[src/hw/rtl/shab_pkg.sv]
`timescale 1ns / 1ps
// shab_pkg: shared types, round constants and sigma functions for the SHA-256 hasher.
// No dependencies.
package shab_pkg;

    typedef logic [31:0] word_t;
    typedef word_t [0:7] work_t;
    typedef word_t [0:15] sched_t;

    typedef enum logic [4:0] {
        S_IDLE = 5'b00001,
        S_PAD  = 5'b00010,
        S_COMP = 5'b00100,
        S_ADD  = 5'b01000,
        S_OUT  = 5'b10000
    } state_t;

    localparam logic [7:0] PAD_MARK = 8'h80;
    localparam logic [5:0] LEN_OFFSET = 6'd56;
    localparam logic [5:0] LAST_OFFSET = 6'd63;
    localparam logic [6:0] LAST_ROUND_CNT = 7'd64;
    localparam logic [6:0] MEM_ROUND_CNT = 7'd16;
    localparam logic [2:0] LAST_INDEX = 3'd7;

    localparam work_t INIT_H = '{
        32'h6a09e667, 32'hbb67ae85, 32'h3c6ef372, 32'ha54ff53a,
        32'h510e527f, 32'h9b05688c, 32'h1f83d9ab, 32'h5be0cd19
    };

    localparam word_t [0:63] ROUND_K = '{
        32'h428a2f98, 32'h71374491, 32'hb5c0fbcf, 32'he9b5dba5,
        32'h3956c25b, 32'h59f111f1, 32'h923f82a4, 32'hab1c5ed5,
        32'hd807aa98, 32'h12835b01, 32'h243185be, 32'h550c7dc3,
        32'h72be5d74, 32'h80deb1fe, 32'h9bdc06a7, 32'hc19bf174,
        32'he49b69c1, 32'hefbe4786, 32'h0fc19dc6, 32'h240ca1cc,
        32'h2de92c6f, 32'h4a7484aa, 32'h5cb0a9dc, 32'h76f988da,
        32'h983e5152, 32'ha831c66d, 32'hb00327c8, 32'hbf597fc7,
        32'hc6e00bf3, 32'hd5a79147, 32'h06ca6351, 32'h14292967,
        32'h27b70a85, 32'h2e1b2138, 32'h4d2c6dfc, 32'h53380d13,
        32'h650a7354, 32'h766a0abb, 32'h81c2c92e, 32'h92722c85,
        32'ha2bfe8a1, 32'ha81a664b, 32'hc24b8b70, 32'hc76c51a3,
        32'hd192e819, 32'hd6990624, 32'hf40e3585, 32'h106aa070,
        32'h19a4c116, 32'h1e376c08, 32'h2748774c, 32'h34b0bcb5,
        32'h391c0cb3, 32'h4ed8aa4a, 32'h5b9cca4f, 32'h682e6ff3,
        32'h748f82ee, 32'h78a5636f, 32'h84c87814, 32'h8cc70208,
        32'h90befffa, 32'ha4506ceb, 32'hbef9a3f7, 32'hc67178f2
    };

    function automatic word_t bsig0(input word_t x);
        return ((x >> 2) | (x << 30)) ^ ((x >> 13) | (x << 19)) ^ ((x >> 22) | (x << 10));
    endfunction

    function automatic word_t bsig1(input word_t x);
        return ((x >> 6) | (x << 26)) ^ ((x >> 11) | (x << 21)) ^ ((x >> 25) | (x << 7));
    endfunction

    function automatic word_t ssig0(input word_t x);
        return ((x >> 7) | (x << 25)) ^ ((x >> 18) | (x << 14)) ^ (x >> 3);
    endfunction

    function automatic word_t ssig1(input word_t x);
        return ((x >> 17) | (x << 15)) ^ ((x >> 19) | (x << 13)) ^ (x >> 10);
    endfunction

endpackage

[src/hw/rtl/shab_round.sv]
`timescale 1ns / 1ps
// shab_round: one SHA-256 compression round plus message schedule expansion.
// Depends on shab_pkg.
module shab_round
(
    input  shab_pkg::work_t  v,
    input  shab_pkg::sched_t win,
    input  shab_pkg::word_t  w_mem,
    input  logic             use_mem,
    input  shab_pkg::word_t  k,
    output shab_pkg::work_t  v_out,
    output shab_pkg::word_t  w_out
);
    import shab_pkg::*;

    word_t w_sched;
    word_t ch;
    word_t maj;
    word_t t1;
    word_t t2;

    always_comb
    begin
        w_sched = win[0] + ssig0(win[1]) + win[9] + ssig1(win[14]);
        w_out   = use_mem ? w_mem : w_sched;
        ch      = (v[4] & v[5]) ^ (~v[4] & v[6]);
        maj     = (v[0] & v[1]) ^ (v[0] & v[2]) ^ (v[1] & v[2]);
        t1      = v[7] + bsig1(v[4]) + ch + k + w_out;
        t2      = bsig0(v[0]) + maj;
        v_out   = '{t1 + t2, v[0], v[1], v[2], v[3] + t1, v[4], v[5], v[6]};
    end

endmodule

[src/hw/rtl/sha256_byte_stream_hasher_unit.sv]
`timescale 1ns / 1ps
// sha256_byte_stream_hasher_unit: SHA-256 over a byte stream, top level.
// Depends on shab_pkg and shab_round.
//
// Bytes enter one per cycle while in_stall is low, into a 16 x 32-bit block memory. When a
// block fills, in_stall rises while it is compressed: 64 rounds of one round per cycle on a
// single round unit, fed by a registered memory read, followed by the chaining add. On the
// last byte the unit writes the padding and length bytes into the memory one per cycle
// while no block is being compressed (up to 64, or up to 72 when the length spills into a
// second block), compresses one or two blocks, then presents the eight digest words as
// eight output transactions, word 0 first. No input is taken until the last digest word is
// taken, after which the next message starts from the initial hash values.
module sha256_byte_stream_hasher_unit
(
    input  logic        clk,
    input  logic        rst_n,
    input  logic        in_valid,
    output logic        in_stall,
    input  logic [7:0]  data_byte,
    input  logic        last_byte,
    output logic        out_valid,
    input  logic        out_stall,
    output logic [31:0] digest_word,
    output logic [2:0]  word_index,
    output logic        last_word
);
    import shab_pkg::*;

    state_t       state_reg, state_next;
    state_t       ret_reg, ret_next;
    logic [5:0]   fill_reg, fill_next;
    logic [60:0]  len_reg, len_next;
    logic         mark_reg, mark_next;
    logic         lenph_reg, lenph_next;
    logic [6:0]   cnt_reg, cnt_next;
    logic [2:0]   idx_reg, idx_next;
    work_t        h_reg, h_next;
    work_t        v_reg, v_next;
    sched_t       win_reg, win_next;
    word_t        rd_reg;

    logic [3:0][7:0] buf_mem [0:15];

    logic         accept;
    logic         wr_en;
    logic [7:0]   wr_byte;
    logic [7:0]   pad_byte;
    logic [63:0]  len_bits;
    logic         full;
    logic [5:0]   rnd;
    work_t        v_round;
    word_t        w_new;

    assign in_stall    = (state_reg != S_IDLE);
    assign accept      = in_valid && !in_stall;
    assign out_valid   = (state_reg == S_OUT);
    assign digest_word = h_reg[idx_reg];
    assign word_index  = idx_reg;
    assign last_word   = (idx_reg == LAST_INDEX);

    assign len_bits = {len_reg, 3'b000};
    assign rnd      = cnt_reg[5:0] - 6'd1;

    always_comb
    begin
        pad_byte = 8'h00;
        if (mark_reg)
            pad_byte = PAD_MARK;
        else if (lenph_reg || fill_reg == LEN_OFFSET)
            pad_byte = 8'(len_bits >> {~fill_reg[2:0], 3'b000});
    end

    assign wr_en   = accept || (state_reg == S_PAD);
    assign wr_byte = (state_reg == S_PAD) ? pad_byte : data_byte;
    assign full    = wr_en && (fill_reg == LAST_OFFSET);

    shab_round u_round
    (
        .v       (v_reg),
        .win     (win_reg),
        .w_mem   (rd_reg),
        .use_mem (cnt_reg <= MEM_ROUND_CNT),
        .k       (ROUND_K[rnd]),
        .v_out   (v_round),
        .w_out   (w_new)
    );

    always_ff @(posedge clk)
    begin
        if (wr_en)
            buf_mem[fill_reg[5:2]][~fill_reg[1:0]] <= wr_byte;
        rd_reg <= buf_mem[cnt_reg[3:0]];
    end

    always_comb
    begin
        state_next = state_reg;
        ret_next   = ret_reg;
        fill_next  = fill_reg;
        len_next   = len_reg;
        mark_next  = mark_reg;
        lenph_next = lenph_reg;
        cnt_next   = cnt_reg;
        idx_next   = idx_reg;
        h_next     = h_reg;
        v_next     = v_reg;
        win_next   = win_reg;
        case (state_reg)
            S_IDLE:
            begin
                if (accept)
                begin
                    fill_next = fill_reg + 6'd1;
                    len_next  = len_reg + 61'd1;
                    if (last_byte)
                    begin
                        mark_next  = 1'b1;
                        state_next = S_PAD;
                    end
                    if (full)
                    begin
                        state_next = S_COMP;
                        if (last_byte)
                            ret_next = S_PAD;
                        else
                            ret_next = S_IDLE;
                        cnt_next   = '0;
                        v_next     = h_reg;
                    end
                end
            end
            S_PAD:
            begin
                fill_next = fill_reg + 6'd1;
                if (mark_reg)
                    mark_next = 1'b0;
                else if (fill_reg == LEN_OFFSET)
                    lenph_next = 1'b1;
                if (full)
                begin
                    state_next = S_COMP;
                    if (lenph_reg)
                        ret_next = S_OUT;
                    else
                        ret_next = S_PAD;
                    cnt_next   = '0;
                    v_next     = h_reg;
                end
            end
            S_COMP:
            begin
                cnt_next = cnt_reg + 7'd1;
                if (cnt_reg != '0)
                begin
                    v_next = v_round;
                    for (int i = 0; i < 15; i++)
                        win_next[i] = win_reg[i + 1];
                    win_next[15] = w_new;
                end
                if (cnt_reg == LAST_ROUND_CNT)
                    state_next = S_ADD;
            end
            S_ADD:
            begin
                for (int i = 0; i < 8; i++)
                    h_next[i] = h_reg[i] + v_reg[i];
                state_next = ret_reg;
                if (ret_reg == S_OUT)
                begin
                    idx_next   = '0;
                    lenph_next = 1'b0;
                end
            end
            S_OUT:
            begin
                if (!out_stall)
                begin
                    idx_next = idx_reg + 3'd1;
                    if (idx_reg == LAST_INDEX)
                    begin
                        h_next     = INIT_H;
                        fill_next  = '0;
                        len_next   = '0;
                        state_next = S_IDLE;
                    end
                end
            end
            default:
            begin
                state_next = S_IDLE;
            end
        endcase
    end

    always_ff @(posedge clk or negedge rst_n)
    begin
        if (!rst_n)
        begin
            state_reg <= S_IDLE;
            ret_reg   <= S_IDLE;
            fill_reg  <= '0;
            len_reg   <= '0;
            mark_reg  <= 1'b0;
            lenph_reg <= 1'b0;
            cnt_reg   <= '0;
            idx_reg   <= '0;
            h_reg     <= INIT_H;
        end
        else
        begin
            state_reg <= state_next;
            ret_reg   <= ret_next;
            fill_reg  <= fill_next;
            len_reg   <= len_next;
            mark_reg  <= mark_next;
            lenph_reg <= lenph_next;
            cnt_reg   <= cnt_next;
            idx_reg   <= idx_next;
            h_reg     <= h_next;
        end
    end

    always_ff @(posedge clk)
    begin
        v_reg   <= v_next;
        win_reg <= win_next;
    end

endmodule
[config.mk]
export PLATFORM = sky130hd
export DESIGN_NAME = sha256_byte_stream_hasher_unit
export DESIGN_NICKNAME = d
export VERILOG_FILES = /design/src/hw/rtl/shab_pkg.sv /design/src/hw/rtl/shab_round.sv /design/src/hw/rtl/sha256_byte_stream_hasher_unit.sv
export SDC_FILE = /design/constraint.sdc
export NUM_CORES = 2
export LEC_CHECK = 0
export BUFFER_PORTS_ARGS = -buffer_cell sky130_fd_sc_hd__buf_2
export CAP_MARGIN = 20
export CELL_PAD_IN_SITES_DETAIL_PLACEMENT = 1
export CELL_PAD_IN_SITES_GLOBAL_PLACEMENT = 1
export CORE_ASPECT_RATIO = 2
export CORE_MARGIN = 5
export CORE_UTILIZATION = 55
export CTS_CLUSTER_DIAMETER = 150
export DETAILED_ROUTE_END_ITERATION = 10
export PLACE_DENSITY = 0.82
export SLEW_MARGIN = 20
export SYNTH_ARGS = -nofsm -noshare
export SYNTH_HDL_FRONTEND = slang
export SYNTH_SLANG_ARGS = --single-unit
[constraint.sdc]
create_clock -name clk -period 65.7 [get_ports clk]
set_input_delay 6.57 -clock clk [delete_from_list [all_inputs] [get_ports clk]]
set_output_delay 6.57 -clock clk [all_outputs]
set_load 0.005 [all_outputs]
==> key figures <==
Outcome
  – Status: complete, no violations

Placement
  – GP Congestion: 1.06
  – Placed cell count: 9,826
  – Detail Placement HPWL: 238,000 µm
  – Buffers on Ports: 50

Logic synthesis
  – Synth Flop Type: edfxtp_1
  – Cell area after synthesis: 91,000 µm²
  – Synth warn: 0
  – Synth Net Count: 8,512
  – FFs w/ async S/R, synth: 20.7%
  – Post-synthesis sequential area ratio: 52.5%
  – Yosys cell types: 97
  – Cell accounting for the most synthesized area: edfxtp_1
  – Post-synth EDFFs: 1,280
  – Seq cells post-synth: 1,655
  – Share of the synthesized area in the top cell type: 42.2%
  – Cells after Synth: 7,907
  – Syn avg cell area: 11.5 µm²
  – Ranking of synthesized cells by area: edfxtp_1 (42%), dfrtp_1 (5.6%), ha_1 (5.4%), fa_1 (4.3%), nand2_1 (4.0%)

Route
  – Detail Route Antenna Nets: 0
  – Post-DR vias/cell: 6.55
  – Post-Route WL: 330,000 µm
  – Via count: 66,300
  – DR pass1 iterations: 6
  – DR DRC count: 0
  – Routed len/inst: 32.6 µm
  – 1st-iter DRT viols: 5,827

Timing
  – # setup viols final: 0
  – Slew Viols, Final: 0
  – Period Utilization, post-route: 18.5%
  – Clk_skew: 105 ps
  – Final period demand of the worst path: 12,130 ps
  – RSZ-0062 raised after global routing: false
  – Final Hold Fails: 0
  – Relative max-transition margin: 11.9%
  – Least-Margin Pin Slew: 1310 ps
  – Fmax: 0.0825 GHz
  – Setup TNS: 0 ps

Cells and area
  – Final std cells w/o fill: 10,100
  – Layout cells sized above 1: 10.7%
  – Area delta synth->final: 8.65%
  – Layout Nets: 8,464

Global routing
  – Pin count of the biggest net entering global routing: 206
  – First-pass GRT wire length: 480,000 µm
  – GRT Util Overall: 37.3%
  – GRT overflow: 0
  – Initial antenna violation count: 23
  – Vias in the first global route: 71,300

Worst setup path
  – CP Data Required Time: 66,230 ps
  – Worst EP arrival: 12,660 ps
  – Cell depth of the worst flop-to-flop path: 38
  – Reg2reg start: cnt_reg[0]$_DFFE_PN0P_
  – CP bufs+invs: 5
  – Family with the most delay on the worst path: compound AO/OA/AOI/OAI gates
  – CP Launch Type: register
  – Crit-path max FO: 55
  – Setup CP Type: reg -> reg
  – Worst R2R End: v_reg[126]$_DFFE_PP_
  – Critical path's slowest cell: ha_1
  – Worst stage delay on the critical path: 780 ps
  – R2R Setup Slk: 53,570 ps
  – Critical Path Most Common Cell: ha_1
  – Critical Path End Type: register

Clock tree
  – Clock Latency Late Sink: 880 ps
  – Max clock buf depth: 4
  – CTS tree: built
  – Root Driver: clkbuf_16
  – Clock slew at reported path FFs: 70 ps
  – Clk sinks: 1,655
  – H-Tree Depth: 4
  – CTS resizes: 0
  – Postcts setup bufs: 0
  – # hold bufs at CTS: 0
  – CTS buffer count: 159

Worst hold path
  – Worst hold start: win_reg[230]$_DFFE_PP_
  – Hold depth: 0
  – Hold WC Path Type: reg -> reg
  – Hold Path End: win_reg[262]$_DFFE_PP_

Die
  – FP Rows: 211
  – Core area: 165,000 µm²
  – IO Count: 51
  – Die X: 298 µm
  – Die height: 585 µm
  – Initial Util: 55.2%
  – Die area: 174,000 µm²

Power and ir drop
  – Maximum vdd drop: 0.0000333 V
  – Leak pwr: 40.0 nW
  – Pwr per Cell Area: 23.9 nW/µm²

Job
  – Max cap viols: 0
-- kinds of logic (layout without fill, tap and decap cells) --
family / count (synthesis) / in the layout / synth area share [%]
AOI/OAI and AO/OA: 1800 / 1800 / 12.2
other: 0 / 13 / 0
DFF: 1655 / 1655 / 52.5
and+or+nand+nor: 2087 / 2087 / 10.0
buffers and inverters: 789 / 861 / 3.28
muxes: 355 / 355 / 6.09
xor gates and xnor gates: 626 / 626 / 6.02
adders and majority gates: 595 / 595 / 9.79
-- placed cells by master (no fill, tap or decap), types with 138 or more instances in the layout --
cell type and count:
a21oi_1 499, a21o_1 200, xor2_1 244, inv_1 401, dfrtp_1 198, ha_1 394
xnor2_1 377, o21ai_0 524, edfxtp_1 1280, nand2_1 972, nor2_1 502, nand3_1 169
dfstp_2 138, clkbuf_16 161, fa_1 197, mux4_2 153
-- cells in the mapped netlist, types with 57 or more instances --
| cell type | n |
|---|---|
| edfxtp_1 | 1280 |
| nand2_1 | 974 |
| o21ai_0 | 536 |
| nor2_1 | 506 |
| a21oi_1 | 500 |
| inv_1 | 401 |
| ha_1 | 395 |
| xnor2_1 | 380 |
| clkbuf_1 | 315 |
| xor2_1 | 246 |
| dfrtp_1 | 205 |
| a21o_1 | 200 |
| fa_1 | 197 |
| nand3_1 | 170 |
| mux4_2 | 153 |
| mux2i_1 | 140 |
| dfstp_2 | 138 |
| nor3_1 | 110 |
| buf_1 | 66 |
| a211oi_1 | 63 |
| mux2_2 | 62 |
| o21a_1 | 59 |
| nand2b_1 | 57 |
-- report_power, final --
part           switching [mW]  internal (mW)
registers              0.0160           1.16
logic                   0.175         0.0708
clock network           0.422          0.516
total                   0.613           1.75
-- cell type report --
type                       instances  area (µm²)
fill                           16700       66100
sequential                      1655       47900
multi-input combinational       5463       40500
clock buffer                     204        4330
tap                             2130        2670
inverter                         404        1520
timing repair buffer             176        1260
clock inverter                    77         766
antenna                           13        32.5
-- how the worst max path moves through the flow --
stage / startpoint / end / depth (start not counted)
final: cnt_reg[0]$_DFFE_PN0P_ / v_reg[126]$_DFFE_PP_ / 38
after detailed placement: cnt_reg[0]$_DFFE_PN0P_ / v_reg[126]$_DFFE_PP_ / 38
after global routing: cnt_reg[0]$_DFFE_PN0P_ / v_reg[126]$_DFFE_PP_ / 38
after global placement: cnt_reg[0]$_DFFE_PN0P_ / v_reg[126]$_DFFE_PP_ / 41
after floorplan: cnt_reg[0]$_DFFE_PN0P_ / win_reg[0]$_DFFE_PP_ / 9
after CTS: cnt_reg[0]$_DFFE_PN0P_ / v_reg[126]$_DFFE_PP_ / 38
-- metrics by stage --
step	worst slack (ps)	util [%]	total power [mW]	area (µm²)	hold WS, ps
after floorplan	41110	-	1.34	91000	400
final	53570	59.9	2.36	98900	395
after global placement	54100	56.8	1.42	93700	400
after detailed placement	53880	56.8	1.44	93700	405
after CTS	53800	59.9	2.36	98800	404
after global routing	53230	59.9	2.43	98900	408
-- per-layer routing --
metal  share of wire, %  track usage, %
met1                 32            38.4
met2                 50            64.5
met3                6.0            6.61
met4                 12            34.4
met5             0.0064               0
(Power assumes the default switching activity.)
